===== src/hw/rtl/bitmap_glyph_rasterizer_unit_macros.svh =====
// ----------------------------------------------------------------------------
// bitmap glyph rasterizer assertion macros
// concurrent checks that compile away under synthesis
// ----------------------------------------------------------------------------
`ifndef BITMAP_GLYPH_RASTERIZER_UNIT_MACROS_SVH
`define BITMAP_GLYPH_RASTERIZER_UNIT_MACROS_SVH
`ifndef SYNTHESIS
// same-cycle implication
`define BGR_ASSERT_NOW(label, clk, rst_n, ante, cons) \
  label: assert property (@(posedge clk) disable iff (!(rst_n)) (ante) |-> (cons)) \
    else $error("bgr same-cycle check failed");
// next-cycle implication
`define BGR_ASSERT_NEXT(label, clk, rst_n, ante, cons) \
  label: assert property (@(posedge clk) disable iff (!(rst_n)) (ante) |=> (cons)) \
    else $error("bgr next-cycle check failed");
`else
`define BGR_ASSERT_NOW(label, clk, rst_n, ante, cons)
`define BGR_ASSERT_NEXT(label, clk, rst_n, ante, cons)
`endif
`endif


===== src/hw/rtl/bgr_pkg.sv =====
// ----------------------------------------------------------------------------
// bgr_pkg
// shared types and constants of the bitmap glyph rasterizer
// ----------------------------------------------------------------------------
package bgr_pkg;

  // input function codes
  localparam logic [1:0] FUNC_DEFINE = 2'd0;
  localparam logic [1:0] FUNC_ROW    = 2'd1;
  localparam logic [1:0] FUNC_PLACE  = 2'd2;
  localparam logic [1:0] FUNC_PRINT  = 2'd3;

  // first printable code (space)
  localparam int FIRST_CODE = 32;

  // configuration register indexes
  localparam int          CFG_ADDR_W    = 5;
  localparam logic [2:0]  REG_FONT_H    = 3'd0;
  localparam logic [2:0]  REG_FILL      = 3'd1;
  localparam logic [2:0]  REG_OUTLINE   = 3'd2;
  localparam logic [2:0]  REG_HIGHLIGHT = 3'd3;
  localparam logic [2:0]  REG_BACKGND   = 3'd4;

  // command queue between front and back
  localparam int QUEUE_DEPTH = 2;
  localparam int QPTR_W      = 1;
  localparam int QCNT_W      = 2;

  typedef enum logic [2:0] {
    OP_NOP,
    OP_DEFINE,
    OP_ROW,
    OP_PLACE,
    OP_ADVANCE,
    OP_PRINT
  } cmd_op_t;

  typedef enum logic [1:0] {
    BK_IDLE,
    BK_FETCH,
    BK_DRAW
  } back_state_t;

  typedef struct packed {
    logic [7:0] fill;
    logic [7:0] outline;
    logic [7:0] highlight;
  } plane_row_t;

  typedef struct packed {
    cmd_op_t    op;
    logic [7:0] slot;
    logic [3:0] width;
    logic [2:0] row;
    plane_row_t planes;
    logic [8:0] x;
    logic [7:0] y;
  } cmd_t;

  typedef struct packed {
    logic [3:0]  font_height;
    logic [14:0] fill_color;
    logic [14:0] outline_color;
    logic [14:0] highlight_color;
    logic [14:0] background_color;
  } cfg_regs_t;

  typedef struct packed {
    logic [QCNT_W-1:0] count;
  } front_status_t;

  typedef struct packed {
    back_state_t state;
    logic [2:0]  row;
    logic [2:0]  col;
    logic [3:0]  width;
    logic [3:0]  height;
  } back_status_t;

endpackage


===== src/hw/rtl/bgr_cfg.sv =====
// ----------------------------------------------------------------------------
// bgr_cfg
// apb register file: font height and the four plane colors
// ----------------------------------------------------------------------------
module bgr_cfg
  import bgr_pkg::*;
(
  input  logic                  clk,
  input  logic                  rst_n,
  input  logic                  psel,
  input  logic                  penable,
  input  logic                  pwrite,
  input  logic [CFG_ADDR_W-1:0] paddr,
  input  logic [31:0]           pwdata,
  output logic [31:0]           prdata,
  output logic                  pready,
  output cfg_regs_t             cfg
);

  cfg_regs_t  regs_r;
  logic [2:0] reg_idx;
  logic       wr_en;

  assign reg_idx = paddr[CFG_ADDR_W-1:2];
  assign wr_en   = psel && penable && pwrite;
  assign pready  = 1'b1;
  assign cfg     = regs_r;

  always_ff @(posedge clk) begin
    if (!rst_n) begin
      regs_r.font_height      <= 4'd8;
      regs_r.fill_color       <= '0;
      regs_r.outline_color    <= '0;
      regs_r.highlight_color  <= '0;
      regs_r.background_color <= '0;
    end else if (wr_en) begin
      case (reg_idx)
        REG_FONT_H:    regs_r.font_height      <= pwdata[3:0];
        REG_FILL:      regs_r.fill_color       <= pwdata[14:0];
        REG_OUTLINE:   regs_r.outline_color    <= pwdata[14:0];
        REG_HIGHLIGHT: regs_r.highlight_color  <= pwdata[14:0];
        REG_BACKGND:   regs_r.background_color <= pwdata[14:0];
        default: begin
        end
      endcase
    end
  end

  always_comb begin
    case (reg_idx)
      REG_FONT_H:    prdata = 32'(regs_r.font_height);
      REG_FILL:      prdata = 32'(regs_r.fill_color);
      REG_OUTLINE:   prdata = 32'(regs_r.outline_color);
      REG_HIGHLIGHT: prdata = 32'(regs_r.highlight_color);
      REG_BACKGND:   prdata = 32'(regs_r.background_color);
      default:       prdata = 32'd0;
    endcase
  end

endmodule


===== config.mk =====
export PLATFORM = sky130hd
export DESIGN_NAME = bgr_cfg
export DESIGN_NICKNAME = d
export VERILOG_FILES = /design/src/hw/rtl/bitmap_glyph_rasterizer_unit_macros.svh /design/src/hw/rtl/bgr_pkg.sv /design/src/hw/rtl/bgr_cfg.sv
export SDC_FILE = /design/constraint.sdc
export NUM_CORES = 1
export LEC_CHECK = 0
export ABC_AREA = 1
export ABC_CLOCK_PERIOD_IN_PS = 2160
export BUFFER_PORTS_ARGS = -buffer_cell sky130_fd_sc_hd__clkbuf_2
export CORE_ASPECT_RATIO = 0.5
export CORE_MARGIN = 5
export CORE_UTILIZATION = 50
export DETAILED_ROUTE_END_ITERATION = 12
export GPL_ROUTABILITY_DRIVEN = 1
export PLACE_DENSITY = 0.82
export SYNTH_ARGS = -nofsm -noshare
export SYNTH_HDL_FRONTEND = slang
export SYNTH_SLANG_ARGS = --single-unit

===== constraint.sdc =====
create_clock -name clk -period 2.16 [get_ports clk]
set_input_delay 0.108 -clock clk [delete_from_list [all_inputs] [get_ports clk]]
set_output_delay 0.108 -clock clk [all_outputs]
set_load 0.1 [all_outputs]

==> results.ini <==
[sta]
hold_viol = 0
worst_pin_slew_ns = 0.669
rsz0062_at_grt = false
fin_tns_setup_ns = 0
skew_ns = 0
setup-violations-final = 0
period_needed_ns = 1.72
setup_ws_ns = 0.440
slew_headroom = 0.554
maxSlewViolCount = 0
fmax_mhz = 581
fin_crit_sh = 0.796

[cts]
ctsResizeCount = 0
cts_tree = yes
cts_inserted_buffers = 9
clkLatencyLatePin_ns = 0.33
cts_num_sinks = 64
clockRootBuffer = clkbuf_16
ctsLongestPathBuffers = 2
cts_setup_buffers = 0
path_clk_slew_ns = 0.05
h-tree-depth = 3

[synthesis]
ys_types = 22
syn_area_mm2 = 0.00354
avgSynthCellArea_um2 = 6.49
ys_warn_count = 0
ys_seq_elements = 64
syn_inst = 545
synth-seq-area-share = 0.362

[critical_path]
crit_buf_inv = 4
required_ns = 2.05
worstPathArrival_ns = 1.61
cpPeakStageDelay_ns = 0.31
crit_chain = clkbuf_2 -> inv_2 -> nand2_4 -> nor2_8 -> nand2_1 -> nand2_1 -> inv_1 -> nand2_1 -> buf_4
path_delay_family = buffers and inverters
crit_top_cell = nand2_1
cp-start-kind = input pin
reg2reg_depth = 2
critPathCaptureType = output pin
r2r_slack_ns = 1.52
crit_type = in2out
cp_max_fo = 28
reg2reg_from = cfg[54]
slowest_stage = nor2_8
r2r-end = cfg[54]

[finish]
syn_to_final_growth_pct = 20.4
antenna_cells = 0
fin_nets = 674
drive_gt1_frac = 0.220
largest_register_ff_count = 64

[placement]
port_buffers = 101
gp_routability_congestion = 0.820
pre_cts_slack_ns = 0.469
dp_hpwl_um = 6520

[global_route]
grt_use_total = 0.213
antenna_found_initial = 0
grt_pass1_wl_um = 15300
grt_max_degree = 65
gr-total-overflow = 0
first_global_vias = 3104

[route]
avgRoutedWirePerCell_um = 12.7
via_per_inst = 4.77
ant_nets = 0
routed_wl_um = 9220
drc = 0
drtIter0Drc = 262
drt_pass1_iterations = 5
dr_total_vias = 3469

[min_path]
hold_end = cfg[24]
hp-class = in2reg
min_from = pwdata[9]
whs_path_depth = 5

[power]
p_per_area_mw_per_mm2 = 772
p_leak_uw = 0.00221
vdd.ir_drop.worst_mv = 0.419

[status]
status = finished clean

[floorplan]
die_y_um = 69.5
io_pins = 139
dieArea_mm2 = 0.00896
core_area_mm2 = 0.00678
die_w_um = 129
rows = 21
start_util = 0.522

[run]
cap_viol_max_count = 0

per-stage QoR:
step | hold WS, ns | std cells | total power (uW) | instance area [um2] | utilization
finish | 0.138 | 728 | 3290 | 4260 | 0.628
floorplan | 0.234 | 561 | 1700 | 3600 | -
detailed placement | 0.344 | 712 | 1740 | 3930 | 0.579
global route | 0.166 | 728 | 3400 | 4260 | 0.628
CTS | 0.130 | 728 | 3310 | 4260 | 0.628
global placement | 0.352 | 712 | 1730 | 3930 | 0.579
worst reg2reg max path, stage by stage, from the launching register on:
cell     delay (ns)
dfxtp_1        0.33
nor2_1         0.13
nor2_1         0.07
routing by layer:
layer,routed length [um],vias up,track usage
li1,-,1785,-
met1,3770,1549,0.265
met2,4660,122,0.355
met3,669,13,0.0615
met4,121,0,0.0652
met5,0,-,0
power breakdown:
part           total, uW  switching (uW)  leakage [uW]  internal (uW)
logic                508             431       0.00153           77.3
clock network       1570             506      0.000159           1060
registers           1210            11.8      0.000517           1200
cells in the final DEF, fill, tap and decap left out, drive strengths merged:
cell           n
buf           17
clkbuf       100
bufinv         2
nand2        179
o21ai          1
nand4          6
dfxtp         64
dlygate4sd3    1
nor2         142
inv           46
nand3         59
conb          18
clkinv         1
how the worst max path moves through the flow:
| stage | from | end | slack (ns) | cells past startpoint |
|---|---|---|---|---|
| floorplan | cfg[17] | prdata[2] | 0.16 | 4 |
| global placement | paddr[2] | prdata[6] | 0.48 | 9 |
| detailed placement | paddr[2] | prdata[6] | 0.47 | 9 |
| CTS | paddr[2] | prdata[7] | 0.44 | 9 |
| global route | paddr[2] | prdata[5] | 0.32 | 9 |
| finish | paddr[2] | prdata[7] | 0.44 | 9 |
repair_timing:
item	in CTS	in global routing
hold buffers	1	0
setup endpoints to repair	0	0
endpoints found under the hold margin	1	0
layout make-up:
cell class	count	area (um2)
Tap cell	92	115
Sequential cell	64	1280
Clock inverter	3	65.1
Clock buffer	12	256
Inverter	46	178
Fill cell	642	2520
Multi-Input combinational cell	405	1770
Timing Repair Buffer	106	591
cells by family after synthesis:
family | synth area share
AND/OR/NAND/NOR | 0.481
AO/OA/AOI/OAI | 0.00141
flip-flops | 0.362
other | 0.00212
buffers and inverters | 0.154
Yosys cell counts, drive strengths merged:
master,n,area [um2]
inv,46,178
clkbuf,3,11.3
nand2,179,697
nand3,59,338
nand4,6,37.5
conb,2,7.51
nor2,142,628
dfxtp,64,1280
buf,43,355
o21ai,1,5.00
Note: power is estimated with default switching activity, not from simulation.
