### src/hw/rtl/bitmap_glyph_rasterizer_unit_macros.svh
// ----------------------------------------------------------------------------
// bitmap glyph rasterizer assertion macros
// concurrent checks that compile away under synthesis
// ----------------------------------------------------------------------------
`ifndef BITMAP_GLYPH_RASTERIZER_UNIT_MACROS_SVH
`define BITMAP_GLYPH_RASTERIZER_UNIT_MACROS_SVH
`ifndef SYNTHESIS
// same-cycle implication
`define BGR_ASSERT_NOW(label, clk, rst_n, ante, cons) \
  label: assert property (@(posedge clk) disable iff (!(rst_n)) (ante) |-> (cons)) \
    else $error("bgr same-cycle check failed");
// next-cycle implication
`define BGR_ASSERT_NEXT(label, clk, rst_n, ante, cons) \
  label: assert property (@(posedge clk) disable iff (!(rst_n)) (ante) |=> (cons)) \
    else $error("bgr next-cycle check failed");
`else
`define BGR_ASSERT_NOW(label, clk, rst_n, ante, cons)
`define BGR_ASSERT_NEXT(label, clk, rst_n, ante, cons)
`endif
`endif

### src/hw/rtl/bgr_pkg.sv
// ----------------------------------------------------------------------------
// bgr_pkg
// shared types and constants of the bitmap glyph rasterizer
// ----------------------------------------------------------------------------
package bgr_pkg;

  // input function codes
  localparam logic [1:0] FUNC_DEFINE = 2'd0;
  localparam logic [1:0] FUNC_ROW    = 2'd1;
  localparam logic [1:0] FUNC_PLACE  = 2'd2;
  localparam logic [1:0] FUNC_PRINT  = 2'd3;

  // first printable code (space)
  localparam int FIRST_CODE = 32;

  // configuration register indexes
  localparam int          CFG_ADDR_W    = 5;
  localparam logic [2:0]  REG_FONT_H    = 3'd0;
  localparam logic [2:0]  REG_FILL      = 3'd1;
  localparam logic [2:0]  REG_OUTLINE   = 3'd2;
  localparam logic [2:0]  REG_HIGHLIGHT = 3'd3;
  localparam logic [2:0]  REG_BACKGND   = 3'd4;

  // command queue between front and back
  localparam int QUEUE_DEPTH = 2;
  localparam int QPTR_W      = 1;
  localparam int QCNT_W      = 2;

  typedef enum logic [2:0] {
    OP_NOP,
    OP_DEFINE,
    OP_ROW,
    OP_PLACE,
    OP_ADVANCE,
    OP_PRINT
  } cmd_op_t;

  typedef enum logic [1:0] {
    BK_IDLE,
    BK_FETCH,
    BK_DRAW
  } back_state_t;

  typedef struct packed {
    logic [7:0] fill;
    logic [7:0] outline;
    logic [7:0] highlight;
  } plane_row_t;

  typedef struct packed {
    cmd_op_t    op;
    logic [7:0] slot;
    logic [3:0] width;
    logic [2:0] row;
    plane_row_t planes;
    logic [8:0] x;
    logic [7:0] y;
  } cmd_t;

  typedef struct packed {
    logic [3:0]  font_height;
    logic [14:0] fill_color;
    logic [14:0] outline_color;
    logic [14:0] highlight_color;
    logic [14:0] background_color;
  } cfg_regs_t;

  typedef struct packed {
    logic [QCNT_W-1:0] count;
  } front_status_t;

  typedef struct packed {
    back_state_t state;
    logic [2:0]  row;
    logic [2:0]  col;
    logic [3:0]  width;
    logic [3:0]  height;
  } back_status_t;

endpackage

### src/hw/rtl/bgr_if.sv
// ----------------------------------------------------------------------------
// bgr channel interfaces
// valid/ready channels for command items and pixel items
// ----------------------------------------------------------------------------
interface bgr_in_if;
  logic       valid;
  logic       ready;
  logic [1:0] func;
  logic [6:0] glyph_slot;
  logic [3:0] glyph_width;
  logic [2:0] row_number;
  logic [7:0] fill_bits;
  logic [7:0] outline_bits;
  logic [7:0] highlight_bits;
  logic [8:0] place_x;
  logic [7:0] place_y;
  logic [7:0] letter;

  modport source (
    output valid, func, glyph_slot, glyph_width, row_number, fill_bits,
           outline_bits, highlight_bits, place_x, place_y, letter,
    input  ready
  );
  modport sink (
    input  valid, func, glyph_slot, glyph_width, row_number, fill_bits,
           outline_bits, highlight_bits, place_x, place_y, letter,
    output ready
  );
endinterface


### src/hw/rtl/bgr_front.sv
// ----------------------------------------------------------------------------
// bgr_front
// accepts items, decodes them into commands and queues them for the back end
// ----------------------------------------------------------------------------
module bgr_front
  import bgr_pkg::*;
#(
  parameter int GLYPH_COUNT = 96,
  parameter int MAX_WIDTH   = 8,
  parameter int MAX_HEIGHT  = 8
) (
  input  logic          clk,
  input  logic          rst_n,
  bgr_in_if.sink        in_ch,
  output cmd_t          cmd,
  output logic          cmd_valid,
  input  logic          cmd_pop,
  output front_status_t fstat
);

  cmd_t              q_r [QUEUE_DEPTH];
  logic [QPTR_W-1:0] wr_ptr_r;
  logic [QPTR_W-1:0] rd_ptr_r;
  logic [QCNT_W-1:0] count_r;
  cmd_t              new_cmd;
  logic              push;
  logic              pop;
  logic              slot_ok;
  logic              row_ok;
  logic              code_ok;

  assign in_ch.ready = (count_r != QCNT_W'(QUEUE_DEPTH));
  assign push        = in_ch.valid && in_ch.ready;
  assign cmd_valid   = (count_r != '0);
  assign pop         = cmd_pop && cmd_valid;
  assign cmd         = q_r[rd_ptr_r];
  assign fstat.count = count_r;

  // classify the item
  always_comb begin
    slot_ok = ({1'b0, in_ch.glyph_slot} < 8'(GLYPH_COUNT));
    row_ok  = ({1'b0, in_ch.row_number} < 4'(MAX_HEIGHT));
    code_ok = ({1'b0, in_ch.letter} >= 9'(FIRST_CODE)) &&
              ({1'b0, in_ch.letter} < 9'(FIRST_CODE + GLYPH_COUNT));

    new_cmd.op     = OP_NOP;
    new_cmd.slot   = {1'b0, in_ch.glyph_slot};
    new_cmd.width  = (in_ch.glyph_width > 4'(MAX_WIDTH)) ? 4'(MAX_WIDTH) : in_ch.glyph_width;
    new_cmd.row    = in_ch.row_number;
    new_cmd.planes = '{fill: in_ch.fill_bits, outline: in_ch.outline_bits,
                       highlight: in_ch.highlight_bits};
    new_cmd.x      = in_ch.place_x;
    new_cmd.y      = in_ch.place_y;

    case (in_ch.func)
      FUNC_DEFINE: new_cmd.op = slot_ok ? OP_DEFINE : OP_NOP;
      FUNC_ROW:    new_cmd.op = (slot_ok && row_ok) ? OP_ROW : OP_NOP;
      FUNC_PLACE:  new_cmd.op = OP_PLACE;
      FUNC_PRINT: begin
        new_cmd.slot = in_ch.letter - 8'(FIRST_CODE);
        if (in_ch.letter == 8'd0) begin
          new_cmd.op = OP_NOP;
        end else if (code_ok) begin
          new_cmd.op = OP_PRINT;
        end else begin
          new_cmd.op = OP_ADVANCE;
        end
      end
      default: new_cmd.op = OP_NOP;
    endcase
  end

  always_ff @(posedge clk) begin
    if (!rst_n) begin
      wr_ptr_r <= '0;
      rd_ptr_r <= '0;
      count_r  <= '0;
    end else begin
      if (push) begin
        wr_ptr_r <= wr_ptr_r + 1'b1;
      end
      if (pop) begin
        rd_ptr_r <= rd_ptr_r + 1'b1;
      end
      case ({push, pop})
        2'b10:   count_r <= count_r + 1'b1;
        2'b01:   count_r <= count_r - 1'b1;
        default: count_r <= count_r;
      endcase
    end
  end

  always_ff @(posedge clk) begin
    if (push) begin
      q_r[wr_ptr_r] <= new_cmd;
    end
  end

endmodule

### src/flat_wrapper.sv
// flat-port wrapper written by rule: the top's interface ports become plain ports
module bgr_front_flat import bgr_pkg::*;
#(
  parameter int GLYPH_COUNT = 96,
  parameter int MAX_WIDTH   = 8,
  parameter int MAX_HEIGHT  = 8
)
  (clk, rst_n, cmd, cmd_valid, cmd_pop, fstat, in_ch_valid, in_ch_func, in_ch_glyph_slot, in_ch_glyph_width, in_ch_row_number, in_ch_fill_bits, in_ch_outline_bits, in_ch_highlight_bits, in_ch_place_x, in_ch_place_y, in_ch_letter, in_ch_ready);
  bgr_in_if in_ch_i ();
  input  logic clk;
  input  logic rst_n;
  output cmd_t cmd;
  output logic cmd_valid;
  input  logic cmd_pop;
  output front_status_t fstat;
  input wire logic [$bits(in_ch_i.valid)-1:0] in_ch_valid;
  input wire logic [$bits(in_ch_i.func)-1:0] in_ch_func;
  input wire logic [$bits(in_ch_i.glyph_slot)-1:0] in_ch_glyph_slot;
  input wire logic [$bits(in_ch_i.glyph_width)-1:0] in_ch_glyph_width;
  input wire logic [$bits(in_ch_i.row_number)-1:0] in_ch_row_number;
  input wire logic [$bits(in_ch_i.fill_bits)-1:0] in_ch_fill_bits;
  input wire logic [$bits(in_ch_i.outline_bits)-1:0] in_ch_outline_bits;
  input wire logic [$bits(in_ch_i.highlight_bits)-1:0] in_ch_highlight_bits;
  input wire logic [$bits(in_ch_i.place_x)-1:0] in_ch_place_x;
  input wire logic [$bits(in_ch_i.place_y)-1:0] in_ch_place_y;
  input wire logic [$bits(in_ch_i.letter)-1:0] in_ch_letter;
  output wire logic [$bits(in_ch_i.ready)-1:0] in_ch_ready;
  assign in_ch_i.valid = in_ch_valid;
  assign in_ch_i.func = in_ch_func;
  assign in_ch_i.glyph_slot = in_ch_glyph_slot;
  assign in_ch_i.glyph_width = in_ch_glyph_width;
  assign in_ch_i.row_number = in_ch_row_number;
  assign in_ch_i.fill_bits = in_ch_fill_bits;
  assign in_ch_i.outline_bits = in_ch_outline_bits;
  assign in_ch_i.highlight_bits = in_ch_highlight_bits;
  assign in_ch_i.place_x = in_ch_place_x;
  assign in_ch_i.place_y = in_ch_place_y;
  assign in_ch_i.letter = in_ch_letter;
  assign in_ch_ready = in_ch_i.ready;
  bgr_front #(.GLYPH_COUNT(GLYPH_COUNT), .MAX_WIDTH(MAX_WIDTH), .MAX_HEIGHT(MAX_HEIGHT)) u_core (.clk(clk), .rst_n(rst_n), .in_ch(in_ch_i), .cmd(cmd), .cmd_valid(cmd_valid), .cmd_pop(cmd_pop), .fstat(fstat));
endmodule
### config.mk
export PLATFORM = sky130hd
export DESIGN_NAME = bgr_front_flat
export DESIGN_NICKNAME = d
export VERILOG_FILES = /design/src/hw/rtl/bitmap_glyph_rasterizer_unit_macros.svh /design/src/hw/rtl/bgr_pkg.sv /design/src/hw/rtl/bgr_if.sv /design/src/hw/rtl/bgr_front.sv /design/src/flat_wrapper.sv
export SDC_FILE = /design/constraint.sdc
export NUM_CORES = 1
export LEC_CHECK = 0
export ABC_AREA = 1
export BUFFER_PORTS_ARGS = -buffer_cell sky130_fd_sc_hd__buf_2
export CAP_MARGIN = 20
export CORE_UTILIZATION = 45
export CTS_CLUSTER_SIZE = 8
export DETAILED_ROUTE_END_ITERATION = 6
export HOLD_SLACK_MARGIN = 0.12
export PLACE_DENSITY = 0.79
export SYNTH_ARGS = -nofsm -noshare
export SYNTH_HDL_FRONTEND = slang
export SYNTH_SLANG_ARGS = --single-unit
### constraint.sdc
create_clock -name clk -period 8.65 [get_ports clk]
set_input_delay 1.2975 -clock clk [delete_from_list [all_inputs] [get_ports clk]]
set_output_delay 1.2975 -clock clk [all_outputs]
set_load 0.02 [all_outputs]
==> results of run 1 <==
-- flip-flops by register name, summed over array words and instances, names as in the netlist, named ones only --
name and flops:
u_core.wr_ptr_r 1, u_core.q_r 118, u_core.rd_ptr_r 1, u_core.fstat 2
-- power groups by stage --
stage / sequential [W] / combinational (W) / clock [W]
floorplan: 0.000764 / 0.000247 / 0
global placement: 0.000768 / 0.000338 / 0
detailed placement: 0.000774 / 0.000344 / 0
CTS: 0.000762 / 0.000346 / 0.000617
global route: 0.000767 / 0.000365 / 0.000643
finish: 0.000760 / 0.000340 / 0.000603
-- layout by cell type (no fill, tap or decap), types with 2 or more instances in the layout --
master / instances
a21oi_1: 5
nand2_1: 24
clkbuf_1: 4
mux2_2: 49
mux2_4: 10
buf_4: 3
clkinv_2: 5
clkinv_1: 2
o21ai_0: 12
nor2_1: 18
clkinvlp_4: 2
ha_1: 3
edfxtp_1: 118
inv_1: 13
buf_2: 131
clkbuf_16: 16
nor2_4: 2
dfxtp_1: 4
-- stage by stage --
| step | setup slack [ns] | instance area (sq um) |
|---|---|---|
| 6_report | 4.980 | 6087 |
| 3_5_place_dp | 5.452 | 5580 |
| 5_1_grt | 4.835 | 6087 |
| 2_1_floorplan | 4.288 | 4782 |
| 4_1_cts | 4.921 | 6087 |
| 3_3_place_gp | 5.469 | 5580 |
-- logic make-up (layout without fill, tap and decap cells) --
group                    count (synthesis)  after routing
adder cells (fa/ha/maj)                  3              3
AND/OR/NAND/NOR                         47             47
multiplexers                            59             59
flip-flops                             123            123
AO/OA/AOI/OAI                           19             19
buffers and inverters                   22            178
-- final cells by class --
class	count	area share (%)
clock buffer	21	7.050
clock inverter	10	1.274
inverter	13	0.8016
multi-input combinational	128	17.06
sequential	123	59.88
tap	136	2.795
timing repair buffer	134	11.14
-- worst max-delay path, cell delays in order, from the launching register on --
cell     delay [ns]
dfxtp_2        0.74
buf_4          0.55
mux2_2         0.41
buf_2          0.16
-- path summary, 6_finish.rpt --
path	endpoint	startpoint	slack, ns	cells after the start
min	u_core.rd_ptr_r	u_core.rd_ptr_r	0.45	1
max	cmd[41]	flip-flop	4.98	3
max reg2reg	u_core.q_r[0][31]	u_core.fstat[0]	6.33	5
min reg2reg	u_core.rd_ptr_r	u_core.rd_ptr_r	0.45	1
-- layer usage --
metal / part of all wire (%) / vias to the layer above / GRT usage [%]
li1: - / 1306 / -
met1: 42 / 1337 / 19.02
met2: 51 / 94 / 28.62
met3: 4.9 / 12 / 5.552
met4: 1.3 / 0 / 7.042
met5: 0 / - / 0
==> results.yml, run 1 <==
placement:
  dp_hpwl_mm: 5.794
  dp.cells: 534
  portBuffers: 131
  place.gp.congestion: 0.8350
timing:
  slew_viol_final: 0
  fin_setup_tns_ns: 0
  worstMarginPinSlew_ns: 0.8187
  fmax_mhz: 272.5
  finalClockSkew_ns: 0.007490
  hold_viol_final: 0
  hold_slack_ns: 0.4546
  setup_violations: 0
  grt_setup_unrepaired: "false"
  min_period_ns: 3.670
  post-route-period-util_pct: 42.43
  maxSlewHeadroom_pct: 45.29
global_route:
  gr-total-overflow: 0
  grt_pass1_vias: 2834
  grt_pass1_wl_mm: 13.70
  grt_max_degree: 34
  grt.total_usage_pct: 16.66
  antenna_found_initial: 0
final_layout:
  area_growth_syn_to_layout_pct: 27.29
  multi_input_area_sq_um: 1039
  final_net_count: 489
  final_layout_size_suffix_gt1_share_pct: 51.75
  post-route-util_pct: 58.96
  seq_area_sq_um: 3645
  antennaDiodeCount: 0
  post_layout_nonfiller_instances: 565
  n_fill_cell: 808
yosys:
  synth_compound_gate_area_share_pct: 2.093
  synth_cell_type_count: 19
  ys_seq_area_share_pct: 76.19
  synth-edff-count: 118
  syn_avg_cell_area_sq_um: 17.52
  synth_xor_area_share_pct: 0
  syn_inst: 273
  synth-simple-area-share_pct: 3.846
  async_reset_ff_share_pct: 0
  syn_area_sq_um: 4782
  yosysTopAreaCell: "edfxtp_1"
  synth-seq-cells: 123
  yosys.area_share.adder_pct: 0.7849
  synth_most_common_cell: "edfxtp_1"
  synth_top_family_by_area: "multiplexers"
  muxShareOfSynthArea_pct: 14.68
  synthTopCellsByCount: "edfxtp_1 (118), mux2_2 (49), nand2_1 (24)"
  synth_top_flop_cell: "edfxtp_1"
  yosysWarnings: 0
  synthTopCellsByArea: "edfxtp_1 (74%), mux2_2 (12%), mux2_4 (3.1%)"
  yosysTopAreaCellShare_pct: 74.10
  synth_fp_nets: 345
die:
  die_width_um: 105.1
  design.core.area_sq_um: 10320
  fp-row-count: 37
  die_h_um: 105.1
  initial_core_util_pct: 46.32
  die_area_sq_um: 11040
  io_pins: 132
cts:
  h-tree-depth: 4
  cts_root_buffer: "clkbuf_8"
  cts_buffers: 17
  cts_sinks: 123
  clk_pin_slew_worst_paths_ns: 0.05
  post_cts_resized: 0
  cts_tree: "yes"
  post_cts_buffers: 0
  postCtsHoldBufs: 0
  insertion_delay_ns: 0.50
  cts_buffer_depth: 2
worst_setup_path:
  startpoint_type: "flip-flop"
  cp.required_ns: 7.35
  path_max_fanout: 33
  crit_arrival_ns: 2.37
  end_kind: "output port"
  crit_type: "reg -> out"
power_and_ir_drop:
  p_clk_share_pct: 35.4
  peakVddDrop_v: 0.0001071
  power_w: 0.001703
  p_switching_w: 0.0004596
  pwr-share-comb_pct: 20.0
  swShare_pct: 26.98
  powerDensity_nw_per_um2: 279.8
  p_leak_nw: 2.396
  p_int_w: 0.001244
  p_seq_share_pct: 44.6
route:
  wl_mm: 8.547
  wl_per_cell_um: 15.13
  drt_iter0_markers: 138
  drc: 0
  viasPerCell: 4.865
  drtPass1Iterations: 4
  ant_nets: 0
  vias: 2749
run:
  drv_cap: 0
outcome:
  status: "complete, no violations"
hold_path:
  min_path_type: "reg -> reg"
Note: power is estimated with default switching activity, not from simulation.
==> inputs of run 2 (changes only) <==
==> constraint.sdc (replaced) <==
create_clock -name clk -period 3.8 [get_ports clk]
set_input_delay 0.57 -clock clk [delete_from_list [all_inputs] [get_ports clk]]
set_output_delay 0.57 -clock clk [all_outputs]
set_load 0.02 [all_outputs]
==> run 2 against run 1 <==
Effect of this change:
- register-to-register slack lost 4.7 ns
- clock power up 150%
- routed wire length fell by 1.2%
- first-iteration DRC count up 5.1%
- cell count grew 0.53%
- power rose by 140%
- worst setup slack worse by 3.9 ns
- worst hold slack lost 0.22 ns
- highest routed layer unchanged
- combinational power is 130% higher
- critical endpoint is now cmd[46]
- sequential cell count is the same
- sequential power rose by 130%
==> results.yml, run 2 (synthesized netlist as in run 1, its figures left out) <==
outcome:
  status: "complete, no violations"
final_layout:
  n_fill_cell: 769
  mostFrequentLayoutCell: "buf_2"
  final_area_sq_um: 6172
  largest_reg_flops: 118
  antennaDiodeCount: 0
  multi_input_area_sq_um: 1039
  post_layout_nonfiller_instances: 568
  area_growth_syn_to_layout_pct: 29.07
  final_layout_size_suffix_gt1_share_pct: 53.01
  seq_area_sq_um: 3645
  mostFrequentLayoutCells: "buf_2 (131), edfxtp_1 (118), mux2_2 (49)"
  final_net_count: 491
  top_register: "u_core.q_r"
worst_setup_path:
  path_max_fanout: 33
  end_kind: "output port"
  crit_type: "reg -> out"
  cp.required_ns: 3.23
  rr_startpoint: "u_core.fstat[0]"
  worstReg2RegEnd: "u_core.q_r[1][12]"
  startpoint_type: "flip-flop"
  crit_arrival_ns: 2.17
  worst-r2r-setup-slack_ns: 1.63
  worstRegToRegCells: 5
  crit_path_end: "cmd[46]"
power_and_ir_drop:
  p_seq_share_pct: 43.0
  p_clk_share_pct: 37.3
  swShare_pct: 27.35
  p_leak_nw: 2.424
  pwr-share-comb_pct: 19.6
  p_switching_w: 0.001098
  p_int_w: 0.002918
  peakVddDrop_v: 0.0003184
  powerDensity_nw_per_um2: 650.7
  power_w: 0.004016
die:
  io_pins: 132
  die_h_um: 105.1
  design.core.area_sq_um: 10320
  die_width_um: 105.1
  die_area_sq_um: 11040
  initial_core_util_pct: 46.32
  fp-row-count: 37
placement:
  portBuffers: 131
  dpl-instance-area_sq_um: 5608
  place.gp.congestion: 0.7929
  place_ws_ns: 1.494
  dp.cells: 536
  dp_hpwl_mm: 5.783
timing:
  fmax_mhz: 364.7
  worst_slack_ns: 1.058
  maxSlewHeadroom_pct: 39.67
  slew_viol_final: 0
  post-route-period-util_pct: 72.15
  setup_violations: 0
  worstMarginPinSlew_ns: 0.9029
  hold_viol_final: 0
  grt_setup_unrepaired: "false"
  fin_setup_tns_ns: 0
  finalClockSkew_ns: 0.004254
  min_period_ns: 2.742
cts:
  clk_pin_slew_worst_paths_ns: 0.06
  cts_tree: "yes"
  cts_sinks: 123
  cts_buffer_depth: 2
  cts_buffers: 17
  insertion_delay_ns: 0.52
  h-tree-depth: 4
  post_cts_buffers: 0
  cts_root_buffer: "clkbuf_8"
  postCtsHoldBufs: 0
  post_cts_resized: 0
route:
  wl_mm: 8.445
  vias: 2725
  ant_nets: 0
  viasPerCell: 4.798
  drtPass1Iterations: 4
  drc: 0
  wl_per_cell_um: 14.87
  drt_iter0_markers: 145
global_route:
  grt_pass1_wl_mm: 13.07
  grt_pass1_vias: 2733
  grt.total_usage_pct: 16.20
  antenna_found_initial: 0
  gr-total-overflow: 0
  grt_max_degree: 34
run:
  drv_cap: 0
hold_path:
  min_path_type: "in -> reg"
[run 2: changes by cell type in the layout (fill, tap and decap cells not counted), sizes merged]
cell	delta
buf	+2
bufinv	+1
clkbuf	-4
clkinv	-1
clkinvlp	+3
inv	+2
[run 2: layer usage]
layer  GRT usage, %  wire (um)
met4          7.948        184
met1          19.32       3566
met2          25.97       4121
met3          5.926        573
met5              0          0
[run 2: power groups by stage]
stage	Sequential, W	Clock [W]	Combinational, W
5_1_grt	0.00174	0.00158	0.000847
4_1_cts	0.00173	0.00153	0.000801
3_5_place_dp	0.00176	0	0.000797
2_1_floorplan	0.00174	0	0.000563
6_report	0.00173	0.00150	0.000789
3_3_place_gp	0.00175	0	0.000790
[run 2: how the worst min path moves through the flow]
stage | startpoint | endpoint | slack (ns) | cells past startpoint
detailed placement | u_core.rd_ptr_r | flip-flop | 0.45 | 1
finish | in_ch_place_y[0] | u_core.q_r[1][0] | 0.24 | 1
global route | in_ch_outline_bits[4] | u_core.q_r[0][29] | 0.21 | 1
floorplan | u_core.rd_ptr_r | flip-flop | 0.43 | 1
global placement | u_core.rd_ptr_r | flip-flop | 0.43 | 1
CTS | in_ch_outline_bits[4] | u_core.q_r[1][29] | 0.21 | 1
[run 2: worst max-delay path: stages, from the launching register on]
cell	delay, ns
dfxtp_2	0.75
buf_12	0.31
mux2_2	0.39
buf_2	0.17
[run 2: through the flow]
step                hold slack (ns)  utilization, %
floorplan                    0.4255               -
global placement             0.4343           54.32
detailed placement           0.4514           54.32
CTS                          0.2147           59.79
global route                 0.2143           59.79
finish                       0.2390           59.79
[run 2: layout make-up]
cell class	count	area share, %
Clock buffer	17	6.710
Sequential cell	123	59.05
Tap cell	136	2.757
Timing Repair Buffer	136	11.43
Multi-Input combinational cell	128	16.83
Clock inverter	15	2.433
Inverter	13	0.7906
==> inputs of run 3 (changes only) <==
--- a/config.mk
+++ b/config.mk
@@ -5,14 +5,14 @@
 export SDC_FILE = /design/constraint.sdc
 export NUM_CORES = 1
 export LEC_CHECK = 0
-export ABC_AREA = 1
+export ABC_AREA = 0
 export BUFFER_PORTS_ARGS = -buffer_cell sky130_fd_sc_hd__buf_2
 export CAP_MARGIN = 20
 export CORE_UTILIZATION = 45
 export CTS_CLUSTER_SIZE = 8
 export DETAILED_ROUTE_END_ITERATION = 6
 export HOLD_SLACK_MARGIN = 0.12
-export PLACE_DENSITY = 0.79
+export PLACE_DENSITY = 0.82
 export SYNTH_ARGS = -nofsm -noshare
 export SYNTH_HDL_FRONTEND = slang
 export SYNTH_SLANG_ARGS = --single-unit
==> constraint.sdc (replaced) <==
create_clock -name clk -period 2.3 [get_ports clk]
set_input_delay 0.345 -clock clk [delete_from_list [all_inputs] [get_ports clk]]
set_output_delay 0.345 -clock clk [all_outputs]
set_load 0.02 [all_outputs]
==> run 3 against run 2 <==
Effect of this change:
- largest power group unchanged
- area after synthesis shrank 2.1%
- clock power grew 62%
- clock-buffer cell count grew 1
==> results.yml, run 3 <==
outcome:
  status: "complete, no violations"
worst_setup_path:
  end_kind: "output port"
  path_cells: "buf_4 -> mux2_2 -> buf_2"
  critPathSlowestCell: "mux2_2"
  crit_type: "reg -> out"
  startpoint_type: "flip-flop"
  worstRegToRegCells: 4
  path_max_fanout: 31
  cp.required_ns: 1.96
  crit_arrival_ns: 1.76
  cpPeakStageDelay_ns: 0.40
placement:
  place.gp.congestion: 0.7442
  portBuffers: 131
  dp.cells: 498
  dp_hpwl_mm: 5.594
final_layout:
  mostFrequentLayoutCell: "buf_2"
  final_net_count: 501
  area_growth_syn_to_layout_pct: 39.03
  top_register: "u_core.q_r"
  post_layout_nonfiller_instances: 576
  post-route-util_pct: 65.67
  final_layout_size_suffix_gt1_share_pct: 53.27
  mostFrequentLayoutCells: "buf_2 (131), edfxtp_1 (118), mux2_2 (65)"
  largest_reg_flops: 118
  antennaDiodeCount: 0
cts:
  cts_buffers: 17
  post_cts_resized: 0
  cts_buffer_depth: 2
  insertion_delay_ns: 0.50
  clk_pin_slew_worst_paths_ns: 0.06
  cts_sinks: 123
  post_cts_buffers: 0
  cts_root_buffer: "clkbuf_8"
  cts_tree: "yes"
  h-tree-depth: 4
timing:
  grt_setup_unrepaired: "false"
  post-route-period-util_pct: 91.64
  finalClockSkew_ns: 0.008297
  setup_violations: 0
  maxSlewHeadroom_pct: 68.70
  min_period_ns: 2.108
  fin_setup_tns_ns: 0
  hold_viol_final: 0
  fmax_mhz: 474.5
  worstMarginPinSlew_ns: 0.4694
  slew_viol_final: 0
yosys:
  synth_fp_nets: 308
  synth-seq-cells: 123
  synthTopCellsByArea: "edfxtp_1 (76%), mux2_2 (16%), dfxtp_1 (2.1%)"
  yosysWarnings: 0
  synth_top_flop_cell: "edfxtp_1"
  synth_cell_type_count: 26
  synth-edff-count: 118
  synth_most_common_cell: "edfxtp_1"
  syn_avg_cell_area_sq_um: 19.75
  ys_seq_area_share_pct: 77.84
  yosysTopAreaCellShare_pct: 75.70
  yosysTopAreaCell: "edfxtp_1"
  syn_area_sq_um: 4681
  async_reset_ff_share_pct: 0
  synthTopCellsByCount: "edfxtp_1 (118), mux2_2 (65), buf_2 (5), dfxtp_1 (5), nor2b_1 (5)"
  syn_inst: 237
route:
  viasPerCell: 4.842
  wl_per_cell_um: 15.88
  vias: 2789
  wl_mm: 9.145
  ant_nets: 0
  drtPass1Iterations: 4
  drc: 0
  drt_iter0_markers: 103
die:
  die_area_sq_um: 10810
  fp-row-count: 36
  design.core.area_sq_um: 9910
  io_pins: 132
  initial_core_util_pct: 47.23
  die_width_um: 104.0
  die_h_um: 104.0
power_and_ir_drop:
  peakVddDrop_v: 0.0004764
  powerDensity_nw_per_um2: 1140
  p_leak_nw: 2.501
global_route:
  gr-total-overflow: 0
  grt.total_usage_pct: 17.70
  grt_max_degree: 34
  grt_pass1_wl_mm: 14.60
  grt_pass1_vias: 2987
  antenna_found_initial: 0
run:
  drv_cap: 0
hold_path:
  hold_depth: 2
  min_path_type: "in -> reg"
-- run 3: report_power, final --
group	total [W]	internal (W)	leakage, nW	switching [W]
sequential	0.00293	0.00284	1.15	0.0000911
clock	0.00243	0.00152	0.269	0.000908
combinational	0.00206	0.000857	1.08	0.00120
-- run 3: final cells by class --
class	count	area [sq um]
tap	133	166.4
sequential	123	3645
timing repair buffer	183	1161
clock inverter	14	130.1
clock buffer	18	417.9
multi-input combinational	102	972.2
fill	735	3402
inverter	3	15.01
-- run 3: what timing repair did --
| item | in CTS | in global routing |
|---|---|---|
| setup endpoints to repair | 0 | 0 |
| hold endpoints to repair | 95 | 0 |
| hold buffers | 46 | 0 |
-- run 3: worst paths after layout --
check	from	slack (ns)	to
worst max-delay path	flip-flop	0.19	cmd[13]
worst min-delay path	in_ch_glyph_slot[3]	0.17	u_core.q_r[0][51]
worst max register to register	u_core.fstat[0]	0.64	u_core.q_r[0][9]
worst min register to register	u_core.rd_ptr_r	0.54	flip-flop
-- run 3: per-layer routing --
| layer | vias up | track usage (%) | share of wire (%) |
|---|---|---|---|
| li1 | 1313 | - | - |
| met1 | 1367 | 19.79 | 40 |
| met2 | 100 | 32.29 | 53 |
| met3 | 9 | 5.263 | 5.6 |
| met4 | 0 | 5.510 | 0.96 |
| met5 | - | 0 | 0 |
-- run 3: worst max-delay path, delay by kind of cell (launching register included) --
family | cells | cell delay, ns
mux | 1 | 0.40
flops | 1 | 0.32
buf+inv | 2 | 0.52
-- run 3: through the flow --
stage | hold WS [ns] | power, W | setup WS, ns | instance area, sq um
2_1_floorplan | 0.4439 | 0.004370 | 0.1094 | 4686
3_5_place_dp | 0.5281 | 0.004980 | 0.6417 | 5499
4_1_cts | 0.1416 | 0.007497 | 0.1586 | 6507
5_1_grt | 0.1467 | 0.007748 | 0.1007 | 6507
3_3_place_gp | 0.5095 | 0.004934 | 0.6909 | 5499
6_report | 0.1698 | 0.007418 | 0.1924 | 6507
-- run 3: kinds of logic (layout without fill, tap and decap cells) --
family,count (synthesis),after routing,share of synthesized area [%]
AOI/OAI and AO/OA,12,12,1.631
xor gates and xnor gates,4,4,0.7484
adders and majority gates,2,2,0.5345
buffers and inverters,12,218,1.417
DFF,123,123,77.84
muxes,65,65,15.64
and+or+nand+nor,19,19,2.192
